`src/kat_pkg.sv`:
```
// Shared types, constants and table functions for the knee assist torque delay block.
// Used by kat_mul, kat_dline and knee_assist_torque_delay_top.
package kat_pkg;

  typedef enum logic [2:0] {
    REG_LEFT_OFFSET  = 3'd0,
    REG_RIGHT_OFFSET = 3'd1,
    REG_EXT_GAIN     = 3'd2,
    REG_FLEX_GAIN    = 3'd3,
    REG_DELAY_POINTS = 3'd4
  } cfg_reg_t;

  localparam int MUL_AW = 23;
  localparam int MUL_BW = 17;
  localparam int MUL_PW = MUL_AW + MUL_BW;

  localparam int WALK_W = 18;
  localparam int DIFF_W = 23;
  localparam int STAIR_W = 20;
  localparam int LINE_W = WALK_W + DIFF_W + 2 * STAIR_W;

  localparam logic signed [22:0] FULL_TURN = 23'sd92160;
  localparam logic signed [22:0] BAND_LIMIT = 23'sd30720;
  localparam logic signed [16:0] COEF_KEEP = 17'sd62259;
  localparam logic signed [16:0] COEF_NEW = 17'sd3277;

  typedef struct packed {
    logic signed [WALK_W-1:0]  walk;
    logic signed [DIFF_W-1:0]  diff;
    logic signed [STAIR_W-1:0] stair_l;
    logic signed [STAIR_W-1:0] stair_r;
  } line_entry_t;

  // round(32768 * sin(i degrees)) for i in 0..90.
  function automatic logic [15:0] quarter_sine(input logic [6:0] i);
    logic [15:0] v;
    case (i)
      7'd0: v = 16'd0;        7'd1: v = 16'd572;      7'd2: v = 16'd1144;
      7'd3: v = 16'd1715;     7'd4: v = 16'd2286;     7'd5: v = 16'd2856;
      7'd6: v = 16'd3425;     7'd7: v = 16'd3993;     7'd8: v = 16'd4560;
      7'd9: v = 16'd5126;     7'd10: v = 16'd5690;    7'd11: v = 16'd6252;
      7'd12: v = 16'd6813;    7'd13: v = 16'd7371;    7'd14: v = 16'd7927;
      7'd15: v = 16'd8481;    7'd16: v = 16'd9032;    7'd17: v = 16'd9580;
      7'd18: v = 16'd10126;   7'd19: v = 16'd10668;   7'd20: v = 16'd11207;
      7'd21: v = 16'd11743;   7'd22: v = 16'd12275;   7'd23: v = 16'd12803;
      7'd24: v = 16'd13328;   7'd25: v = 16'd13848;   7'd26: v = 16'd14365;
      7'd27: v = 16'd14876;   7'd28: v = 16'd15384;   7'd29: v = 16'd15886;
      7'd30: v = 16'd16384;   7'd31: v = 16'd16877;   7'd32: v = 16'd17364;
      7'd33: v = 16'd17847;   7'd34: v = 16'd18324;   7'd35: v = 16'd18795;
      7'd36: v = 16'd19261;   7'd37: v = 16'd19720;   7'd38: v = 16'd20174;
      7'd39: v = 16'd20622;   7'd40: v = 16'd21063;   7'd41: v = 16'd21498;
      7'd42: v = 16'd21926;   7'd43: v = 16'd22348;   7'd44: v = 16'd22763;
      7'd45: v = 16'd23170;   7'd46: v = 16'd23571;   7'd47: v = 16'd23965;
      7'd48: v = 16'd24351;   7'd49: v = 16'd24730;   7'd50: v = 16'd25102;
      7'd51: v = 16'd25466;   7'd52: v = 16'd25822;   7'd53: v = 16'd26170;
      7'd54: v = 16'd26510;   7'd55: v = 16'd26842;   7'd56: v = 16'd27166;
      7'd57: v = 16'd27482;   7'd58: v = 16'd27789;   7'd59: v = 16'd28088;
      7'd60: v = 16'd28378;   7'd61: v = 16'd28660;   7'd62: v = 16'd28932;
      7'd63: v = 16'd29197;   7'd64: v = 16'd29452;   7'd65: v = 16'd29698;
      7'd66: v = 16'd29935;   7'd67: v = 16'd30163;   7'd68: v = 16'd30382;
      7'd69: v = 16'd30592;   7'd70: v = 16'd30792;   7'd71: v = 16'd30983;
      7'd72: v = 16'd31164;   7'd73: v = 16'd31336;   7'd74: v = 16'd31499;
      7'd75: v = 16'd31651;   7'd76: v = 16'd31795;   7'd77: v = 16'd31928;
      7'd78: v = 16'd32052;   7'd79: v = 16'd32166;   7'd80: v = 16'd32270;
      7'd81: v = 16'd32365;   7'd82: v = 16'd32449;   7'd83: v = 16'd32524;
      7'd84: v = 16'd32588;   7'd85: v = 16'd32643;   7'd86: v = 16'd32688;
      7'd87: v = 16'd32723;   7'd88: v = 16'd32748;   7'd89: v = 16'd32763;
      7'd90: v = 16'd32768;
      default: v = 16'd0;
    endcase
    return v;
  endfunction

  // Sine of a whole degree 0..359 in Q2.15, by quadrant symmetry.
  function automatic logic signed [16:0] sine_degree(input logic [8:0] d);
    logic [8:0] idx;
    logic neg;
    logic signed [16:0] mag;
    if (d <= 9'd90) begin
      idx = d;
      neg = 1'b0;
    end else if (d <= 9'd180) begin
      idx = 9'd180 - d;
      neg = 1'b0;
    end else if (d <= 9'd270) begin
      idx = d - 9'd180;
      neg = 1'b1;
    end else begin
      idx = 9'd360 - d;
      neg = 1'b1;
    end
    mag = $signed({1'b0, quarter_sine(idx[6:0])});
    return neg ? -mag : mag;
  endfunction

  function automatic logic signed [31:0] sat32(input logic signed [42:0] v);
    if (v > 43'sd2147483647) return 32'sh7fffffff;
    if (v < -43'sd2147483648) return 32'sh80000000;
    return v[31:0];
  endfunction

endpackage

```
`src/kat_mul.sv`:
```
// Shared signed multiplier with a registered product.
// Depends on kat_pkg for the operand widths.
module kat_mul
  import kat_pkg::*;
(
  input  logic                     clk,
  input  logic signed [MUL_AW-1:0] a,
  input  logic signed [MUL_BW-1:0] b,
  output logic signed [MUL_PW-1:0] p_r
);

  always_ff @(posedge clk) begin
    p_r <= a * b;
  end

endmodule

```
`config.mk`:
```
export PLATFORM = sky130hd
export DESIGN_NAME = kat_mul
export DESIGN_NICKNAME = d
export VERILOG_FILES = /design/src/kat_pkg.sv /design/src/kat_mul.sv
export SDC_FILE = /design/constraint.sdc
export NUM_CORES = 1
export LEC_CHECK = 0
export BUFFER_PORTS_ARGS = -buffer_cell sky130_fd_sc_hd__buf_2
export CAP_MARGIN = 30
export CORE_ASPECT_RATIO = 0.5
export CORE_MARGIN = 3
export CORE_UTILIZATION = 55
export DETAILED_ROUTE_END_ITERATION = 10
export PLACE_DENSITY = 0.73
export SETUP_SLACK_MARGIN = 0.05
export SKIP_LAST_GASP = 1
export SYNTH_ARGS = -nofsm -noshare
export SYNTH_HDL_FRONTEND = slang
export SYNTH_SLANG_ARGS = --single-unit
```
`constraint.sdc`:
```
create_clock -name clk -period 16.68 [get_ports clk]
set_input_delay 3.336 -clock clk [delete_from_list [all_inputs] [get_ports clk]]
set_output_delay 3.336 -clock clk [all_outputs]
set_load 0.005 [all_outputs]
```
==> impl_metrics.ini, run 1 <==
[yosys]
synth_top_area_share_pct = 52.3
synth_commonest_cells = inv_1, fa_1, nand2_1, and2_1, ha_1
yosysMostFrequentCell = inv_1
syn_inst = 1597
seq_area_frac_synth_pct = 5.42
yosysTopAreaCell = fa_1
synth-compound-area-share_pct = 4.55
avgSynthCellArea_um2 = 9.25
synthFlopType = dfxtp_1
synth_warnings = 0
synthSimpleGateAreaFrac_pct = 14.9
syn-cell-area_um2 = 14800
synthAdderAreaFrac_pct = 60.5
synth_async_sr_flop_share_pct = 0
synth_fp_nets = 2121
synth_xor_area_share_pct = 2.31
synthMuxAreaShare_pct = 0
synth_top_family_by_area = adder cells
synth_edf_count = 0
ys_ff_latch = 40
yosysUniqueCellTypes = 47
synthTopCellsByArea = fa_1, inv_1, ha_1

[hold_path]
holdPathEnd = p_r[0]
min-delay-start = a[0]
whs_path_depth = 2
hp-class = in2reg

[status]
status = finished clean

[timing]
setup_violations = 0
rsz0062_at_grt = no
worst_pin_slew_ns = 0.883
finalMaxSlewViolations = 0
min_period_ns = 9.83
max_slew_margin_pct = 40.7
tns_ns = 0
timing.fmax_mhz = 102
post-route-period-util_pct = 58.9
hold_viol = 0

[place]
place_hpwl_mm = 28.2
gp_congestion = 0.884
port_buffers = 80

[drt]
remaining_drc_errors = 0
num_vias = 10400
post_drt_wl_per_cell_um = 17.0
drtIter0Drc = 572
antenna_left = 0
vias_per_cell = 5.29
dr.pass1.iters = 5
wirelength_mm = 33.6

[critical_path]
critical_path_arrival_ns = 10.06
crit_path_end_kind = flip-flop
required_ns = 16.91
worstPathMaxFanout = 18
path_class = in2reg
worst_setup_path_start_kind = input port

[clocking]
clk_pin_slew_worst_paths_ns = 0.06
clock-sinks = 40
cts_max_level = 2
cts_hold_buffers = 0
clockBufferDepth = 2
cts_resized = 0
cts_setup_buffers = 0
root_buffer = clkbuf_16
numCtsBuffers = 5
cts_tree = yes

[die]
core_area_um2 = 25800
die_w_um = 238
top_level_ports = 81
start_util_pct = 57.2
chipHeight_um = 122
die_area_um2 = 29000
num_rows = 41

[layout]
drive_gt1_share_pct = 6.20
nets = 2151
num_antenna_cells = 0
syn_to_final_growth_pct = 5.34
largest_reg_flops = 40
largest-register = p_r
post-route-util_pct = 60.3
reg_top3 = p_r (40)

[grt]
antenna_found_initial = 0
grt_pass1_vias = 11700
grt_pass1_wl_mm = 57.1
grt_start_max_net_pins = 24
grt_use_total_pct = 25.0
gr-total-overflow = 0

[job]
cap_violations = 0
[worst max-delay path by stage]
stage	from	cells past startpoint	slack, ns	to
finish	b[16]	21	6.85	p_r[39]
CTS	b[16]	21	6.97	p_r[39]
global route	b[2]	23	6.65	p_r[39]
global placement	b[2]	23	6.88	p_r[39]
floorplan	a[14]	23	7.62	p_r[39]
detailed placement	b[16]	21	6.66	p_r[39]
[cell families after synthesis]
group / after synthesis
AO/OA/AOI/OAI: 99
AND/OR/NAND/NOR: 452
buffers and inverters: 484
adder cells (fa/ha/maj): 483
XOR/XNOR: 39
flip-flops: 40
[layer usage]
metal	global-route usage (%)	part of all wire (%)	wire length, µm
met5	0	0	0
met4	8.35	3.5	1180
met3	4.32	5.7	1910
met2	45.0	52	17600
met1	31.1	39	12900
[cell usage in the layout (no fill, tap or decap), types with 2 or more instances in the layout]
| cell | Yosys | final |
|---|---|---|
| ha_1 | 97 | 97 |
| o21a_1 | 8 | 8 |
| nor2_1 | 36 | 36 |
| fa_1 | 386 | 386 |
| buf_2 | 0 | 80 |
| a21boi_0 | 3 | 3 |
| inv_1 | 426 | 426 |
| nand2b_1 | 8 | 8 |
| clkbuf_16 | 0 | 5 |
| and3_1 | 3 | 3 |
| o31a_1 | 3 | 3 |
| a2111oi_2 | 2 | 2 |
| and2_1 | 168 | 168 |
| a211oi_1 | 4 | 4 |
| o21bai_1 | 4 | 4 |
| and3_2 | 2 | 2 |
| dfxtp_1 | 40 | 40 |
| a21o_1 | 6 | 6 |
| nand3_1 | 4 | 4 |
| nor3_1 | 4 | 4 |
| o21ai_0 | 17 | 17 |
| xor2_1 | 5 | 5 |
| a21oi_1 | 33 | 33 |
| nand2_1 | 221 | 221 |
| a211o_1 | 3 | 3 |
| nor2b_1 | 2 | 2 |
| xnor2_1 | 34 | 34 |
[final cells by class]
| type | instances | area (µm²) |
|---|---|---|
| well taps | 344 | 430 |
| inverters | 427 | 1600 |
| repair buffers | 80 | 400 |
| multi-input cells | 1073 | 12200 |
| flip-flops and latches | 40 | 801 |
| fillers | 2224 | 10200 |
| clock inverters | 3 | 46.3 |
| clock buffers | 5 | 125 |
[worst max-delay path: stages]
cell       delay (ns)
buf_2            0.19
clkinv_1         0.56
nor2_1           0.35
fa_1             0.46
fa_1             0.53
fa_1             0.44
fa_1             0.41
fa_1             0.52
inv_1            0.05
fa_1             0.48
inv_1            0.04
ha_1             0.35
o21a_1           0.21
o2111ai_1        0.17
o22ai_1          0.10
nor3_1           0.73
a2111o_1         0.34
a31oi_2          0.14
a211o_1          0.29
a21oi_1          0.18
xnor2_1          0.13
[per-stage QoR]
step	std cells	hold WS (ns)	area [µm²]	setup WS, ns
6_report	1972	3.52	15600	6.85
5_1_grt	1972	3.53	15600	6.65
4_1_cts	1972	3.51	15600	6.97
3_5_place_dp	1964	3.72	15400	6.66
3_3_place_gp	1964	3.72	15400	6.88
2_1_floorplan	1597	3.46	14800	7.62
Power of run 1 is left out: the tool's default activity adds up to more than one toggle a clock period on the data nets, which glitch-free logic cannot reach.
==> inputs of run 2 (changes only) <==
clock period = 10.3 ns   (was 16.68 ns; I/O delays follow)
==> run 2 against run 1 <==
First-iteration DRC count increased by 20%. Global-route usage decreased by 0.16 points. Cell count unchanged. Via count increased by 1.0%. Non-clock buffer count unchanged. Largest cell class unchanged. Clock-buffer cell count unchanged.
==> impl_metrics.ini, run 2 (same netlist as run 1, synthesis figures left out) <==
[clocking]
cts_resized = 0
cts_setup_buffers = 0
cts_max_level = 2
clock-sinks = 40
clk_pin_slew_worst_paths_ns = 0.06
cts_hold_buffers = 0
root_buffer = clkbuf_16
clockBufferDepth = 2
cts_tree = yes
numCtsBuffers = 5

[timing]
timing.fmax_mhz = 117
max_slew_margin_pct = 39.6
finalMaxSlewViolations = 0
tns_ns = 0
min_period_ns = 8.55
setup_violations = 0
setup_slack_ns = 1.76
post-route-period-util_pct = 83.0
rsz0062_at_grt = no
hold_viol = 0
worst_pin_slew_ns = 0.899

[place]
gp_congestion = 0.885
port_buffers = 80
place_ws_ns = 1.54
dpl_cell_area_um2 = 15400
place_hpwl_mm = 28.1

[layout]
nets = 2151
final_common_cell = inv_1
drive_gt1_share_pct = 6.20
fin_area_um2 = 15600
num_antenna_cells = 0
largest-register = p_r
syn_to_final_growth_pct = 5.34
final_cell_mix = inv_1, fa_1, nand2_1
reg_top3 = p_r (40)
largest_reg_flops = 40

[critical_path]
path_cells = buf_2, clkinv_1, nor2_1, fa_1, fa_1, fa_1, fa_1, fa_1, inv_1, fa_1, inv_1, ha_1, o21a_1, o2111ai_1, o22ai_1, nor3_1, a2111o_1, a31oi_2, a211o_1, a21oi_1, xnor2_1
critical_path_arrival_ns = 8.78
critPathSlowestCell = nor3_1
worst_setup_path_start_kind = input port
critPathTopFamily = adder cells
required_ns = 10.53
path_class = in2reg
cpMostUsedCell = fa_1
crit_path_end_kind = flip-flop
cpPeakStageDelay_ns = 0.74
cp_num_buf_inv = 4
worstPathMaxFanout = 18

[die]
chipHeight_um = 122
core_area_um2 = 25800
die_w_um = 238
start_util_pct = 57.2
die_area_um2 = 29000
num_rows = 41
top_level_ports = 81

[drt]
antenna_left = 0
num_vias = 10500
remaining_drc_errors = 0
dr.pass1.iters = 7
post_drt_wl_per_cell_um = 17.0
wirelength_mm = 33.6
drtIter0Drc = 684
vias_per_cell = 5.35

[grt]
grt_pass1_vias = 11600
grt_use_total_pct = 24.9
antenna_found_initial = 0
grt_start_max_net_pins = 24
gr-total-overflow = 0
grt_pass1_wl_mm = 56.7

[status]
status = finished clean

[job]
cap_violations = 0

[hold_path]
hp-class = in2reg
-- run 2: cell type report --
cell class	count	area, µm²
Sequential cell	40	801
Fill cell	2213	10200
Multi-Input combinational cell	1073	12200
Timing Repair Buffer	80	400
Tap cell	344	430
Clock inverter	3	46.3
Clock buffer	5	125
Inverter	427	1600
-- run 2: worst paths after layout --
path | from | endpoint | slack (ns) | cells past startpoint
min | a[0] | p_r[0] | 2.25 | 2
max | b[16] | p_r[39] | 1.76 | 21
-- run 2: metal layers --
metal  up-vias  wire, µm  global-route usage [%]
li1       4629         -                       -
met1      5401     12700                    30.7
met2       416     17300                    44.3
met3       100      2290                    4.80
met4         0      1320                    8.84
met5         -         0                       0
-- run 2: stage by stage --
step / utilization (%) / hold WS, ns / cells
after detailed placement: 59.6 / 2.43 / 1964
after global placement: 59.6 / 2.44 / 1964
after CTS: 60.3 / 2.23 / 1972
after floorplan: - / 2.19 / 1597
after global routing: 60.3 / 2.25 / 1972
final: 60.3 / 2.25 / 1972
Power of run 2 is left out for the same reason.
==> inputs of run 3 (changes only) <==
clock period = 8.88 ns   (was 10.3 ns; I/O delays follow)
==> run 3 against run 2 <==
Flip-flop and latch count unchanged. Worst hold slack worse by 0.29 ns. Final area is essentially flat. Critical path type unchanged. Highest routed layer unchanged.
==> impl_metrics.ini, run 3 (same netlist as run 1, synthesis figures left out) <==
[timing]
post-route-period-util_pct = 91.1
setup_violations = 0
tns_ns = 0
finalMaxSlewViolations = 0
min_period_ns = 8.09
whs_ns = 1.96
worst_pin_slew_ns = 0.763
hold_viol = 0
max_slew_margin_pct = 49.0
rsz0062_at_grt = no
timing.fmax_mhz = 124

[critical_path]
cpPeakStageDelay_ns = 0.58
path_class = in2reg
critPathTopFamily = adder cells
required_ns = 9.07
cpMostUsedCell = fa_1
critical_path_arrival_ns = 8.28
cp_num_buf_inv = 6
path_cells = buf_2, clkinv_1, buf_4, nor2_1, fa_1, fa_1, fa_1, fa_1, fa_1, inv_1, fa_1, inv_1, ha_1, nand3_1, a2111oi_2, nor3_1, buf_4, a2111o_1, a31oi_2, a211o_1, a21oi_1, xnor2_1
worstPathMaxFanout = 11
crit_path_end_kind = flip-flop
critPathSlowestCell = fa_1
worst_setup_path_start_kind = input port

[drt]
remaining_drc_errors = 0
drtIter0Drc = 631
wirelength_mm = 33.1
dr.pass1.iters = 5
antenna_left = 0
vias_per_cell = 5.33
post_drt_wl_per_cell_um = 16.8
num_vias = 10500

[die]
num_rows = 41
chipHeight_um = 122
die_area_um2 = 29000
start_util_pct = 57.2
die_w_um = 238
core_area_um2 = 25800
top_level_ports = 81

[layout]
syn_to_final_growth_pct = 5.44
largest_reg_flops = 40
reg_top3 = p_r (40)
largest-register = p_r
final_cell_mix = inv_1, fa_1, nand2_1
drive_gt1_share_pct = 6.32
nets = 2153
final_common_cell = inv_1
num_antenna_cells = 0

[clocking]
cts_setup_buffers = 0
clockBufferDepth = 2
clk_pin_slew_worst_paths_ns = 0.07
numCtsBuffers = 5
cts_max_level = 2
root_buffer = clkbuf_16
cts_hold_buffers = 0
cts_tree = yes
clock-sinks = 40
cts_resized = 0

[place]
gp_congestion = 0.883
port_buffers = 80
place_hpwl_mm = 28.1

[grt]
grt_pass1_wl_mm = 56.0
grt_pass1_vias = 11600
gr-total-overflow = 0
antenna_found_initial = 1
grt_start_max_net_pins = 24
grt_use_total_pct = 24.6

[job]
cap_violations = 0

[status]
status = finished clean

[hold_path]
hp-class = in2reg
-- run 3: changes by cell type in the layout (fill, tap and decap cells not counted) --
cell,change
buf_4,+2
-- run 3: path summary, 6_finish.rpt --
| check | start | endpoint | cells past startpoint |
|---|---|---|---|
| hold / removal | a[0] | p_r[0] | 2 |
| setup / recovery | b[16] | p_r[39] | 22 |
-- run 3: final cells by class --
type / instances / area (µm²)
tap: 344 / 430
clock buffer: 5 / 125
clock inverter: 3 / 46.3
sequential: 40 / 801
fill: 2228 / 10200
multi-input combinational: 1073 / 12200
timing repair buffer: 82 / 415
inverter: 427 / 1600
-- run 3: metal layers --
metal | vias to the layer above | track usage, % | wire length [µm]
li1 | 4631 | - | -
met1 | 5429 | 30.1 | 12500
met2 | 370 | 43.6 | 17200
met3 | 86 | 3.91 | 1890
met4 | 0 | 11.0 | 1510
met5 | - | 0 | 0
-- run 3: through the flow --
stage | setup slack [ns] | area (µm²) | utilization [%] | cells
finish | 0.787 | 15600 | 60.4 | 1974
floorplan | 1.38 | 14800 | - | 1597
detailed placement | 0.559 | 15400 | 59.7 | 1966
global route | 0.557 | 15600 | 60.4 | 1974
CTS | 0.854 | 15600 | 60.4 | 1974
global placement | 0.682 | 15400 | 59.7 | 1966
Power of run 3 is left out for the same reason.
